File: src/sv/psa_pkg.sv
package psa_pkg;

    localparam int DEBOUNCE_W = 10;
    localparam int WINDOW_W   = 13;
    localparam int TIMEOUT_W  = 12;
    localparam int CFG_DATA_W = 13;
    localparam int CFG_IDX_W  = 2;
    localparam int SINCE_W    = 16;
    localparam int ELAPSED_W  = 22;
    localparam int COUNT_W    = 2;
    localparam int STEP_IDX_W = 6;

    localparam int STEP_PERIOD_MS_DEF = 100;
    localparam int MS_PER_S           = 1000;
    localparam int SOS_STEPS          = 46;

    localparam logic [SINCE_W-1:0]   SINCE_MAX   = '1;
    localparam logic [ELAPSED_W-1:0] ELAPSED_MAX = '1;
    localparam logic [COUNT_W-1:0]   COUNT_MAX   = '1;

    localparam logic [DEBOUNCE_W-1:0] DEBOUNCE_RST  = DEBOUNCE_W'(50);
    localparam logic [WINDOW_W-1:0]   WINDOW_RST    = WINDOW_W'(500);
    localparam logic [ELAPSED_W-1:0]  TIMEOUT_THR_RST = ELAPSED_W'(60 * MS_PER_S);

    typedef enum logic [CFG_IDX_W-1:0] {
        CFG_DEBOUNCE = 2'd0,
        CFG_WINDOW   = 2'd1,
        CFG_TIMEOUT  = 2'd2
    } cfg_index_t;

    typedef struct packed {
        logic [DEBOUNCE_W-1:0] debounce_ms;
        logic [WINDOW_W-1:0]   window_ms;
        logic [ELAPSED_W-1:0]  timeout_thr_ms;
    } psa_cfg_t;

    typedef struct packed {
        logic buzzer;
        logic led;
        logic alert_on;
        logic alarm_on;
        logic alert_fired;
        logic alert_loud;
    } psa_result_t;

    function automatic logic sos_level(input logic [STEP_IDX_W-1:0] s);
        logic lvl;
        lvl = 1'b0;
        case (1'b1)
            (s < STEP_IDX_W'(6)):                          lvl = ~s[0];
            (s >= STEP_IDX_W'(12) && s < STEP_IDX_W'(24)): lvl = (s[1:0] != 2'd3);
            (s >= STEP_IDX_W'(30) && s < STEP_IDX_W'(36)): lvl = ~s[0];
            default:                                       lvl = 1'b0;
        endcase
        return lvl;
    endfunction

endpackage

File: src/sv/psa_if.sv
interface psa_in_if;
    logic valid;
    logic ready;
    logic button_fall;

    modport source (output valid, output button_fall, input ready);
    modport sink (input valid, input button_fall, output ready);
endinterface

interface psa_out_if;
    logic valid;
    logic ready;
    logic buzzer;
    logic led;
    logic alert_on;
    logic alarm_on;
    logic alert_fired;
    logic alert_loud;

    modport source (
        output valid, output buzzer, output led, output alert_on,
        output alarm_on, output alert_fired, output alert_loud,
        input ready
    );
    modport sink (
        input valid, input buzzer, input led, input alert_on,
        input alarm_on, input alert_fired, input alert_loud,
        output ready
    );
endinterface

File: src/sv/panic_button_sos_alarm_controller_top.sv
// channel  dir  handshake          payload
// tick     in   valid/ready        button_fall
// status   out  valid/ready        buzzer led alert_on alarm_on alert_fired alert_loud
// cfg      in   cfg_we, no wait    cfg_index 0 debounce, 1 window, 2 timeout; cfg_data
//
// one tick per cycle sustained while status is not stalled; a tick's status passes
// through the input register, then the status register behind the tick update logic
// rst_n low clears all timers, the press and alert state and loads default settings
// a stalled status holds the pipe; a tick is still taken while the input slot is free

module panic_button_sos_alarm_controller_top #(
    parameter int STEP_PERIOD_MS = psa_pkg::STEP_PERIOD_MS_DEF
) (
    input  logic                           clk,
    input  logic                           rst_n,
    input  logic                           cfg_we,
    input  logic [psa_pkg::CFG_IDX_W-1:0]  cfg_index,
    input  logic [psa_pkg::CFG_DATA_W-1:0] cfg_data,
    psa_in_if.sink                         tick,
    psa_out_if.source                      status
);
    import psa_pkg::*;

    psa_cfg_t    cfg;
    psa_result_t result;
    psa_result_t status_reg;
    logic        s1_valid_reg;
    logic        s1_fall_reg;
    logic        status_valid_reg;
    logic        advance;

    assign advance    = s1_valid_reg && (!status_valid_reg || status.ready);
    assign tick.ready = !s1_valid_reg || advance;

    psa_cfg u_cfg (
        .clk       (clk),
        .rst_n     (rst_n),
        .cfg_we    (cfg_we),
        .cfg_index (cfg_index),
        .cfg_data  (cfg_data),
        .cfg       (cfg)
    );

    psa_core #(
        .STEP_PERIOD_MS (STEP_PERIOD_MS)
    ) u_core (
        .clk         (clk),
        .rst_n       (rst_n),
        .advance     (advance),
        .button_fall (s1_fall_reg),
        .cfg         (cfg),
        .result      (result)
    );

    always_ff @(posedge clk or negedge rst_n)
    begin
        if (!rst_n)
        begin
            s1_valid_reg     <= 1'b0;
            status_valid_reg <= 1'b0;
        end
        else
        begin
            if (tick.ready)
                s1_valid_reg <= tick.valid;
            if (advance)
                status_valid_reg <= 1'b1;
            else if (status.ready)
                status_valid_reg <= 1'b0;
        end
    end

    always_ff @(posedge clk)
    begin
        if (tick.ready && tick.valid)
            s1_fall_reg <= tick.button_fall;
        if (advance)
            status_reg <= result;
    end

    assign status.valid       = status_valid_reg;
    assign status.buzzer      = status_reg.buzzer;
    assign status.led         = status_reg.led;
    assign status.alert_on    = status_reg.alert_on;
    assign status.alarm_on    = status_reg.alarm_on;
    assign status.alert_fired = status_reg.alert_fired;
    assign status.alert_loud  = status_reg.alert_loud;

endmodule

File: src/sv/psa_cfg.sv
module psa_cfg (
    input  logic                                clk,
    input  logic                                rst_n,
    input  logic                                cfg_we,
    input  logic [psa_pkg::CFG_IDX_W-1:0]       cfg_index,
    input  logic [psa_pkg::CFG_DATA_W-1:0]      cfg_data,
    output psa_pkg::psa_cfg_t                   cfg
);
    import psa_pkg::*;

    logic [DEBOUNCE_W-1:0] debounce_reg;
    logic [WINDOW_W-1:0]   window_reg;
    logic [ELAPSED_W-1:0]  timeout_thr_reg;
    logic [ELAPSED_W-1:0]  timeout_thr_next;

    // timeout kept in ms so the check is a plain compare
    assign timeout_thr_next = ELAPSED_W'(cfg_data[TIMEOUT_W-1:0]) * ELAPSED_W'(MS_PER_S);

    always_ff @(posedge clk or negedge rst_n)
    begin
        if (!rst_n)
        begin
            debounce_reg    <= DEBOUNCE_RST;
            window_reg      <= WINDOW_RST;
            timeout_thr_reg <= TIMEOUT_THR_RST;
        end
        else if (cfg_we)
        begin
            case (cfg_index)
                CFG_DEBOUNCE: debounce_reg    <= cfg_data[DEBOUNCE_W-1:0];
                CFG_WINDOW:   window_reg      <= cfg_data[WINDOW_W-1:0];
                CFG_TIMEOUT:  timeout_thr_reg <= timeout_thr_next;
                default:      ;
            endcase
        end
    end

    assign cfg.debounce_ms    = debounce_reg;
    assign cfg.window_ms      = window_reg;
    assign cfg.timeout_thr_ms = timeout_thr_reg;

endmodule

File: src/sv/psa_core.sv
module psa_core #(
    parameter int STEP_PERIOD_MS = psa_pkg::STEP_PERIOD_MS_DEF
) (
    input  logic                 clk,
    input  logic                 rst_n,
    input  logic                 advance,
    input  logic                 button_fall,
    input  psa_pkg::psa_cfg_t    cfg,
    output psa_pkg::psa_result_t result
);
    import psa_pkg::*;

    localparam int STEP_W = $clog2(STEP_PERIOD_MS + 1);
    localparam logic [STEP_W-1:0] STEP_LIMIT = STEP_W'(STEP_PERIOD_MS);

    logic [SINCE_W-1:0]    since_reg, since_next;
    logic [COUNT_W-1:0]    count_reg, count_next;
    logic                  pending_reg, pending_next;
    logic                  alert_reg, alert_next;
    logic [ELAPSED_W-1:0]  elapsed_reg, elapsed_next;
    logic                  alarm_reg, alarm_next;
    logic [STEP_IDX_W-1:0] step_reg, step_next;
    logic [STEP_W-1:0]     alarm_ms_reg, alarm_ms_next;
    logic                  buzzer_reg, buzzer_next;
    logic                  flashing_reg, flashing_next;
    logic                  phase_reg, phase_next;
    logic [STEP_W-1:0]     led_ms_reg, led_ms_next;
    logic                  led_reg, led_next;
    logic                  fired;
    logic                  loud;
    logic                  waiting;

    always_comb
    begin
        since_next    = (since_reg == SINCE_MAX) ? SINCE_MAX : since_reg + 1'b1;
        elapsed_next  = (elapsed_reg == ELAPSED_MAX) ? ELAPSED_MAX : elapsed_reg + 1'b1;
        alarm_ms_next = (alarm_ms_reg >= STEP_LIMIT) ? STEP_LIMIT : alarm_ms_reg + 1'b1;
        led_ms_next   = (led_ms_reg >= STEP_LIMIT) ? STEP_LIMIT : led_ms_reg + 1'b1;
        count_next    = count_reg;
        pending_next  = pending_reg;
        alert_next    = alert_reg;
        alarm_next    = alarm_reg;
        step_next     = step_reg;
        buzzer_next   = buzzer_reg;
        flashing_next = flashing_reg;
        phase_next    = phase_reg;
        led_next      = led_reg;
        fired         = 1'b0;
        loud          = 1'b0;
        waiting       = 1'b0;

        // debounced press
        if (button_fall && since_next > SINCE_W'(cfg.debounce_ms))
        begin
            if (since_next < SINCE_W'(cfg.window_ms))
                count_next = (count_reg == COUNT_MAX) ? COUNT_MAX : count_reg + 1'b1;
            else
                count_next = COUNT_W'(1);
            since_next   = '0;
            pending_next = 1'b1;
        end

        // resolve pending press
        if (pending_next)
        begin
            waiting = (count_next == COUNT_W'(1)) && (since_next < SINCE_W'(cfg.window_ms));
            if (!waiting)
            begin
                loud = count_next[1];
                if (loud)
                begin
                    if (!alarm_next)
                    begin
                        alarm_next = 1'b1;
                        step_next  = '0;
                    end
                    flashing_next = 1'b1;
                end
                alert_next   = 1'b1;
                elapsed_next = '0;
                fired        = 1'b1;
                count_next   = '0;
                pending_next = 1'b0;
            end
        end

        if (flashing_next && led_ms_next >= STEP_LIMIT)
        begin
            phase_next  = ~phase_next;
            led_next    = phase_next;
            led_ms_next = '0;
        end

        if (alarm_next && alarm_ms_next >= STEP_LIMIT)
        begin
            alarm_ms_next = '0;
            buzzer_next   = sos_level(step_next);
            step_next     = (step_next >= STEP_IDX_W'(SOS_STEPS - 1)) ? '0
                                                                     : step_next + 1'b1;
        end

        // timeout
        if (alert_next && elapsed_next >= cfg.timeout_thr_ms)
        begin
            alarm_next    = 1'b0;
            buzzer_next   = 1'b0;
            flashing_next = 1'b0;
            led_next      = 1'b0;
            alert_next    = 1'b0;
        end

        result.buzzer      = buzzer_next;
        result.led         = led_next;
        result.alert_on    = alert_next;
        result.alarm_on    = alarm_next;
        result.alert_fired = fired;
        result.alert_loud  = fired & loud;
    end

    always_ff @(posedge clk or negedge rst_n)
    begin
        if (!rst_n)
        begin
            since_reg    <= '0;
            count_reg    <= '0;
            pending_reg  <= 1'b0;
            alert_reg    <= 1'b0;
            elapsed_reg  <= '0;
            alarm_reg    <= 1'b0;
            step_reg     <= '0;
            alarm_ms_reg <= '0;
            buzzer_reg   <= 1'b0;
            flashing_reg <= 1'b0;
            phase_reg    <= 1'b0;
            led_ms_reg   <= '0;
            led_reg      <= 1'b0;
        end
        else if (advance)
        begin
            since_reg    <= since_next;
            count_reg    <= count_next;
            pending_reg  <= pending_next;
            alert_reg    <= alert_next;
            elapsed_reg  <= elapsed_next;
            alarm_reg    <= alarm_next;
            step_reg     <= step_next;
            alarm_ms_reg <= alarm_ms_next;
            buzzer_reg   <= buzzer_next;
            flashing_reg <= flashing_next;
            phase_reg    <= phase_next;
            led_ms_reg   <= led_ms_next;
            led_reg      <= led_next;
        end
    end

`ifndef SYNTHESIS
    a_alarm_needs_alert: assert property (@(posedge clk) disable iff (!rst_n)
        alarm_reg |-> alert_reg)
        else $error("sos pattern running without an alert");

    a_led_needs_flashing: assert property (@(posedge clk) disable iff (!rst_n)
        led_reg |-> flashing_reg)
        else $error("led lit while not flashing");

    a_pending_matches_count: assert property (@(posedge clk) disable iff (!rst_n)
        pending_reg == (count_reg != '0))
        else $error("pending press and press count disagree");

    a_step_in_range: assert property (@(posedge clk) disable iff (!rst_n)
        step_reg < STEP_IDX_W'(SOS_STEPS))
        else $error("sos step out of range");

    a_fire_clears_pending: assert property (@(posedge clk) disable iff (!rst_n)
        (advance && result.alert_fired) |=> !pending_reg && alert_reg == $past(result.alert_on))
        else $error("fired alert left a press pending");
`endif

endmodule
File: src/flat_wrapper.sv
// flat-port wrapper written by rule: the top's interface ports become plain ports
module panic_button_sos_alarm_controller_top_flat import psa_pkg::*;
#(
    parameter int STEP_PERIOD_MS = psa_pkg::STEP_PERIOD_MS_DEF
)
  (clk, rst_n, cfg_we, cfg_index, cfg_data, tick_valid, tick_button_fall, tick_ready, status_valid, status_buzzer, status_led, status_alert_on, status_alarm_on, status_alert_fired, status_alert_loud, status_ready);
  psa_in_if tick_i ();
  psa_out_if status_i ();
  input  logic clk;
  input  logic rst_n;
  input  logic cfg_we;
  input  logic [psa_pkg::CFG_IDX_W-1:0] cfg_index;
  input  logic [psa_pkg::CFG_DATA_W-1:0] cfg_data;
  input wire logic [$bits(tick_i.valid)-1:0] tick_valid;
  input wire logic [$bits(tick_i.button_fall)-1:0] tick_button_fall;
  output wire logic [$bits(tick_i.ready)-1:0] tick_ready;
  output wire logic [$bits(status_i.valid)-1:0] status_valid;
  output wire logic [$bits(status_i.buzzer)-1:0] status_buzzer;
  output wire logic [$bits(status_i.led)-1:0] status_led;
  output wire logic [$bits(status_i.alert_on)-1:0] status_alert_on;
  output wire logic [$bits(status_i.alarm_on)-1:0] status_alarm_on;
  output wire logic [$bits(status_i.alert_fired)-1:0] status_alert_fired;
  output wire logic [$bits(status_i.alert_loud)-1:0] status_alert_loud;
  input wire logic [$bits(status_i.ready)-1:0] status_ready;
  assign tick_i.valid = tick_valid;
  assign tick_i.button_fall = tick_button_fall;
  assign tick_ready = tick_i.ready;
  assign status_valid = status_i.valid;
  assign status_buzzer = status_i.buzzer;
  assign status_led = status_i.led;
  assign status_alert_on = status_i.alert_on;
  assign status_alarm_on = status_i.alarm_on;
  assign status_alert_fired = status_i.alert_fired;
  assign status_alert_loud = status_i.alert_loud;
  assign status_i.ready = status_ready;
  panic_button_sos_alarm_controller_top #(.STEP_PERIOD_MS(STEP_PERIOD_MS)) u_core (.clk(clk), .rst_n(rst_n), .cfg_we(cfg_we), .cfg_index(cfg_index), .cfg_data(cfg_data), .tick(tick_i), .status(status_i));
endmodule
File: config.mk
export PLATFORM = sky130hd
export DESIGN_NAME = panic_button_sos_alarm_controller_top_flat
export DESIGN_NICKNAME = d
export VERILOG_FILES = /design/src/sv/psa_pkg.sv /design/src/sv/psa_if.sv /design/src/sv/panic_button_sos_alarm_controller_top.sv /design/src/sv/psa_cfg.sv /design/src/sv/psa_core.sv /design/src/flat_wrapper.sv
export SDC_FILE = /design/constraint.sdc
export NUM_CORES = 1
export LEC_CHECK = 0
export ABC_AREA = 1
export BUFFER_PORTS_ARGS = -buffer_cell sky130_fd_sc_hd__buf_2
export CORE_MARGIN = 2
export CORE_UTILIZATION = 55
export DETAILED_ROUTE_END_ITERATION = 16
export HOLD_SLACK_MARGIN = 0.02
export MAX_ROUTING_LAYER = met4
export PLACE_DENSITY_LB_ADDON = 0.08
export SETUP_SLACK_MARGIN = 0.02
export SYNTH_ARGS = -nofsm -noshare
export SYNTH_HDL_FRONTEND = slang
export SYNTH_HIERARCHICAL = 1
export SYNTH_SLANG_ARGS = --single-unit
File: constraint.sdc
create_clock -name clk -period 5.06 [get_ports clk]
set_input_delay 0 -clock clk [delete_from_list [all_inputs] [get_ports clk]]
set_output_delay 0 -clock clk [all_outputs]
set_load 0.005 [all_outputs]
* Word-level counts from Yosys, hierarchy flattened
Cells that the tools add are included.
W data, S select, Z words.
** Storage, ports and cells
- Register bits :: 118
- Word-level logic and storage cells :: 122
- Output and inout port bits :: 8
- Input bits :: 21
** Cells by class
- Multipliers :: 1
- Equality and inequality tests :: 7
- Add/sub/neg operators :: 6
- Bitwise logic cells :: 3
- Reductions and logical operators :: 19
- Muxes and demuxes :: 47
- Order comparisons :: 14
** Operators with widths (number)
- $mux W22 :: 3
- $mux W6 :: 6
- $lt A16 B13 Y1 :: 2
- $mux W16 :: 2
- $ge A7 B7 Y1 const B :: 4
- $mux W7 :: 4
- $mux W1 :: 27
- $add A22 B1 Y22 const B :: 1
- $eq A22 B22 Y1 const B :: 1
- $ge A22 B22 Y1 :: 1
- $mul A12 B7 Y19 const B :: 1
- $add A16 B1 Y16 const B :: 1
- $eq A16 B16 Y1 const B :: 1
- $gt A16 B10 Y1 :: 1
- $add A7 B1 Y7 const B :: 2
- $mux W2 :: 5
- $logic_and A1 B1 Y1 :: 9
- $reduce_and A2 Y1 :: 4
- $add A6 B1 Y6 const B :: 1
- $ge A6 B4 Y1 const B :: 1
- $ge A6 B5 Y1 const B :: 1
- $ge A6 B6 Y1 const B :: 1
- $lt A6 B3 Y1 const B :: 1
- $lt A6 B5 Y1 const B :: 1
- 11 further kinds :: 16

* Logic depth before layout (Yosys ltp)
- Depth in word-level cells :: 16
- Depth in mapped cells :: 52
- Depth with buffers taken out :: 49

* Modules after synthesis
Netlist, hierarchy kept.
** Modules (own cells, without submodules)
- psa_core :: times used 1, cells an instance 871, seq. area each 1676.6 sq um, area each 6098.3 sq um
- psa_cfg :: times used 1, cells an instance 455, seq. area each 1071.0 sq um, area each 3833.7 sq um
- panic_button_sos_alarm_controller_top :: times used 1, cells an instance 19, seq. area each 260.2 sq um, area each 305.3 sq um

* Worst setup path after synthesis
Ideal clock, no wire load.
- Kind :: flip-flop to flip-flop
- Start point :: register u_core.u_core.since_reg[0]
- End point :: register u_core.status_reg, in the netlist u_core/status.buzzer, data pin
- Clock period less this slack :: 5505 ps
- Slack :: -445 ps
- Data arrival time :: 5254 ps
- Stages on the path, launching flop included :: 45
- Data required time :: 4809 ps
- Cells stage by stage :: dfrtp_1 -> ha_1 -> nand2_1 -> nor2_2 -> nand2_1 -> nor2_2 -> nand2_2 -> nand2_1 -> ha_1 -> a21o_1 -> nor2_1 -> nand2_1 -> nand2_1 -> nand2_1 -> nand2_1 -> nand2_2 -> o21bai_4 -> inv_4 -> [9 not listed] -> nand2_4 -> inv_6 -> buf_12 -> nor2_4 -> ha_1 -> nand2_1 -> inv_1 -> nand3_1 -> o211ai_1 -> nand4_1 -> a31oi_1 -> o21bai_1 -> o211ai_1 -> nand2_1 -> nand4_1 -> nand2_1 -> and2_1 -> buf_4
** On the way
- Elaborated cells between the ends (all ways) :: 40
- Those cells by class :: 1 x add/sub; 9 x order compare; 3 x eq/ne; 20 x mux; 1 x bitwise; 6 x reduce/logical
** RTL lines
- from (decl) :: line psa_core.sv:16 : logic [SINCE_W-1:0] since_reg, since_next;
- from (signal assigned) :: line psa_core.sv:140 : since_reg <= since_next;
- $add A16 B1 Y16 or $eq A16 B16 Y1 (tied branches) :: line psa_core.sv:35 : since_next = (since_reg == SINCE_MAX) ? SINCE_MAX : since_reg + 1'b1;
- $mux W16 * :: line psa_core.sv:35
- $gt A16 B10 Y1 :: line psa_core.sv:53 : if (button_fall && since_next > SINCE_W'(cfg.debounce_ms))
- $logic_and A1 B1 Y1 :: line psa_core.sv:53
- $mux W16 * :: line psa_core.sv:53
- named net u_core.u_core.since_next[9] :: line psa_core.sv:16
- $lt A16 B13 Y1 * :: line psa_core.sv:66 : waiting = (count_next == COUNT_W'(1)) && (since_next < SINCE_W'(cfg.window_ms));
- $logic_and A1 B1 Y1 * :: line psa_core.sv:66
- $mux W22 * :: line psa_core.sv:67 : if (!waiting)
- $mux W22 * :: line psa_core.sv:64 : if (pending_next)
- named net u_core.u_core.elapsed_next[4] :: line psa_core.sv:20 : logic [ELAPSED_W-1:0] elapsed_reg, elapsed_next;
- $ge A22 B22 Y1 * :: line psa_core.sv:103 : if (alert_next && elapsed_next >= cfg.timeout_thr_ms)
- $logic_and A1 B1 Y1 * :: line psa_core.sv:103
- $mux W1 * :: line psa_core.sv:103
- named net u_core.u_core.buzzer_next :: line psa_core.sv:24 : logic buzzer_reg, buzzer_next;
- to (signal assigned) :: line panic_button_sos_alarm_controller_top.sv:78 : status_reg <= result;
- to (decl) :: line panic_button_sos_alarm_controller_top.sv:26 : psa_result_t status_reg;
Mark *: on every way through the listed nets, which the timed path passes. The rest lies on a longest branch.
A chain may end at the register's enable or synchronous reset.

==> run metrics <==
max reg flops=22; Max H-tree Level=4; y dimension of the die=140 um; Hold Path Cell Cnt=3; worst-case reg-to-reg path depth=39; Core Region=18100 sq um; number of endpoints with negative hold slack in the final report=0; average vias per placed instance=5.10; Seq/Total Area, Yosys=29.4%; Worst-Skew Late Latency=0.42 ns; core occupancy in the finished layout=68.3%; Hold Path Origin=cfg_data[2]; initial detailed-routing violation count=424; wire length per cell=13.4 um; post-DP HPWL=17.2 mm; maximum clock skew at final layout=0.0166 ns; drt pass-1 iters=5; Total Power=5.35 mW; vias in the first global route=8568; normalized max-slew margin=32.7%; pin slew with the least headroom to its limit=1.01 ns; hold-critical path endpoint=u_core/u_cfg/window_reg[2]$_DFFE_PN1P_; launch instance of the worst register-to-register path=u_core/u_core/since_reg[0]$_DFFE_PN0P_; drt total wl=23.0 mm; number of top-level pins=29; Worst Path Class, Setup=reg -> reg; highest clock rate=182 MHz; critical path's most frequent cell=nand2_1; share of flip-flops with an asynchronous set or reset=94.1%; DIE AREA=19700 sq um; status=finished, violations left; standard-cell rows=49; most common cell after layout, fill and taps aside=nand2_1; maximum number of pins on one net before global-route repair=97; fraction of layout cells with a size suffix above 1=20.9%; total congestion overflow after global routing=0; global-route wire length before repair=39.2 mm; endpoint required time on the critical path=5.34 ns; synth-to-layout area growth=20.7%; clock buffers created by TritonCTS=17; # nets final=1639; least setup slack across all paths after layout=-0.442 ns; clock tree from TritonCTS=built; minimum setup slack among reg-to-reg paths=-0.44 ns; Setup violations, final=9; worst IR drop on VDD=0.267 mV; number of antenna violations at the first check in global routing=0; number of distinct library cells after synthesis=59; most frequently used flop master after synthesis=dfrtp_1; placed instance count=1650; fill cell total of the finished layout=1493; path class of the lowest-slack min-delay path=in -> reg; failing checks=negative setup slack; Worst path max stage delay=0.40 ns; number of DRC violations after detailed routing=0; total global-route track usage=25.0%; Num Clock Sinks=118; vias post-DR=8728; Pins Over Slew Limit=0; crit path time final=5.50 ns; unrepaired setup endpoints after global routing=true; register bit total from synthesis=118; max_cap viols=0; worst flop-to-flop path endpoint=u_core/status.alarm_on$_DFFE_PP_; Placement Cell Area=11200 sq um; Buffers on Ports=28; data arrival time of the critical path=5.79 ns; library cell contributing the largest single delay on the critical path=dfrtp_1; endpoint class of the critical path=register; synthesized instance count=1345; routability cong.=0.931; maximum root-to-sink buffer count=2; final antenna diode count=0; synthesized area per cell=7.61 sq um; commonest cells after routing, fill and taps aside=327 x nand2_1, 245 x inv_1, 100 x ha_1; power density over the cells=433 nW/um^2; die width=140 um; leakage power=6.47 nW; buffer cell driving the clock tree root=clkbuf_16; critical path fanouts, max=9; Worst setup SP type=register; number of enable flip-flop cells after synthesis=7; Ys Warns=6; clock edge transition at the registers on the reported setup and hold paths=0.06 ns; number of nets still failing antenna checks after routing=0; Finished Layout Cells=1712; Layout Cell Area excl Fill=12400 sq um; initial standard-cell utilization of the core=56.6%; cell area after synthesis=10200 sq um; Period Utilization, post-route=109%
routing by layer:
metal	global-route usage (%)	up-vias	wire, um
met3	3.21	26	625
met2	41.9	134	11400
met4	7.28	0	359
met5	-	-	0
met1	31.9	4074	10600
li1	-	4494	-
timing repair:
action / in CTS / in global routing
hold endpoints to repair: 56 / 0
setup buffers: 1 / 17
hold buffers: 11 / 0
resized for setup: 12 / 52
cloned: 0 / 2
pin swaps: 5 / 21
setup endpoints to repair: 9 / 9
cell usage after synthesis, types with 12 or more instances:
cell	number	area (sq um)
nand2_1	343	1290
inv_1	248	931
ha_1	110	1380
dfrtp_1	95	2380
nand3_1	75	375
nor2_1	69	259
o21ai_0	63	315
a21oi_1	55	275
fa_1	38	761
xor2_1	22	193
clkbuf_1	16	60.1
dfstp_2	16	420
nand2_2	16	100
nor3_1	15	75.1
nand4_1	14	87.6
nor2_4	12	135
o22ai_1	12	75.1
cell families after synthesis:
group | synth area share (%)
buf+inv | 11.7
mux | 0.306
xor+xnor | 2.31
fa+ha+maj | 20.9
other cells | 0.0366
simple gates | 25.3
flops | 29.4
compound gates | 10.0
critical path, delay by kind of cell, from the launching register on:
kind,cells,cell delay [ns]
compound gates,12,1.75
flops,1,0.40
fa+ha+maj,4,0.92
buf+inv,3,0.40
simple gates,20,1.88
power breakdown:
part / internal (mW) / switching (mW)
combinational: 1.20 / 1.67
sequential: 1.18 / 0.138
clock: 0.686 / 0.477
total: 3.06 / 2.28
metrics by stage:
step	setup slack, ns	setup TNS, ns	hold WS (ns)
finish	-0.442	-3.61	0.0305
global route	-0.797	-6.93	0.0530
CTS	-0.286	-2.07	0.0233
detailed placement	-0.367	-2.83	0.0765
global placement	-0.186	-1.06	0.0765
floorplan	-0.289	-1.32	-0.296
layout make-up:
type | instances | area, sq um | share of cell area (%)
clock inverters | 15 | 144 | 1.16
well taps | 229 | 287 | 2.32
repair buffers | 138 | 1040 | 8.43
inverters | 258 | 986 | 7.98
clock buffers | 17 | 425 | 3.44
repair inverters | 2 | 15.0 | 0.122
multi-input cells | 935 | 6450 | 52.2
flip-flops and latches | 118 | 3010 | 24.4
worst max path at each step:
stage	start	end	slack, ns
after global placement	u_core/u_core/since_reg[1]$_DFFE_PN0P_	u_core/status.alarm_on$_DFFE_PP_	-0.19
final	u_core/u_core/since_reg[0]$_DFFE_PN0P_	u_core/status.alarm_on$_DFFE_PP_	-0.44
after global routing	u_core/u_core/since_reg[0]$_DFFE_PN0P_	u_core/status.buzzer$_DFFE_PP_	-0.80
after floorplan	u_core/u_core/since_reg[0]$_DFFE_PN0P_	u_core/status.alarm_on$_DFFE_PP_	-0.29
after CTS	u_core/u_core/since_reg[0]$_DFFE_PN0P_	u_core/status.alarm_on$_DFFE_PP_	-0.29
after detailed placement	u_core/u_core/since_reg[1]$_DFFE_PN0P_	u_core/status.alarm_on$_DFFE_PP_	-0.37
Note: power is estimated with default switching activity, not from simulation.
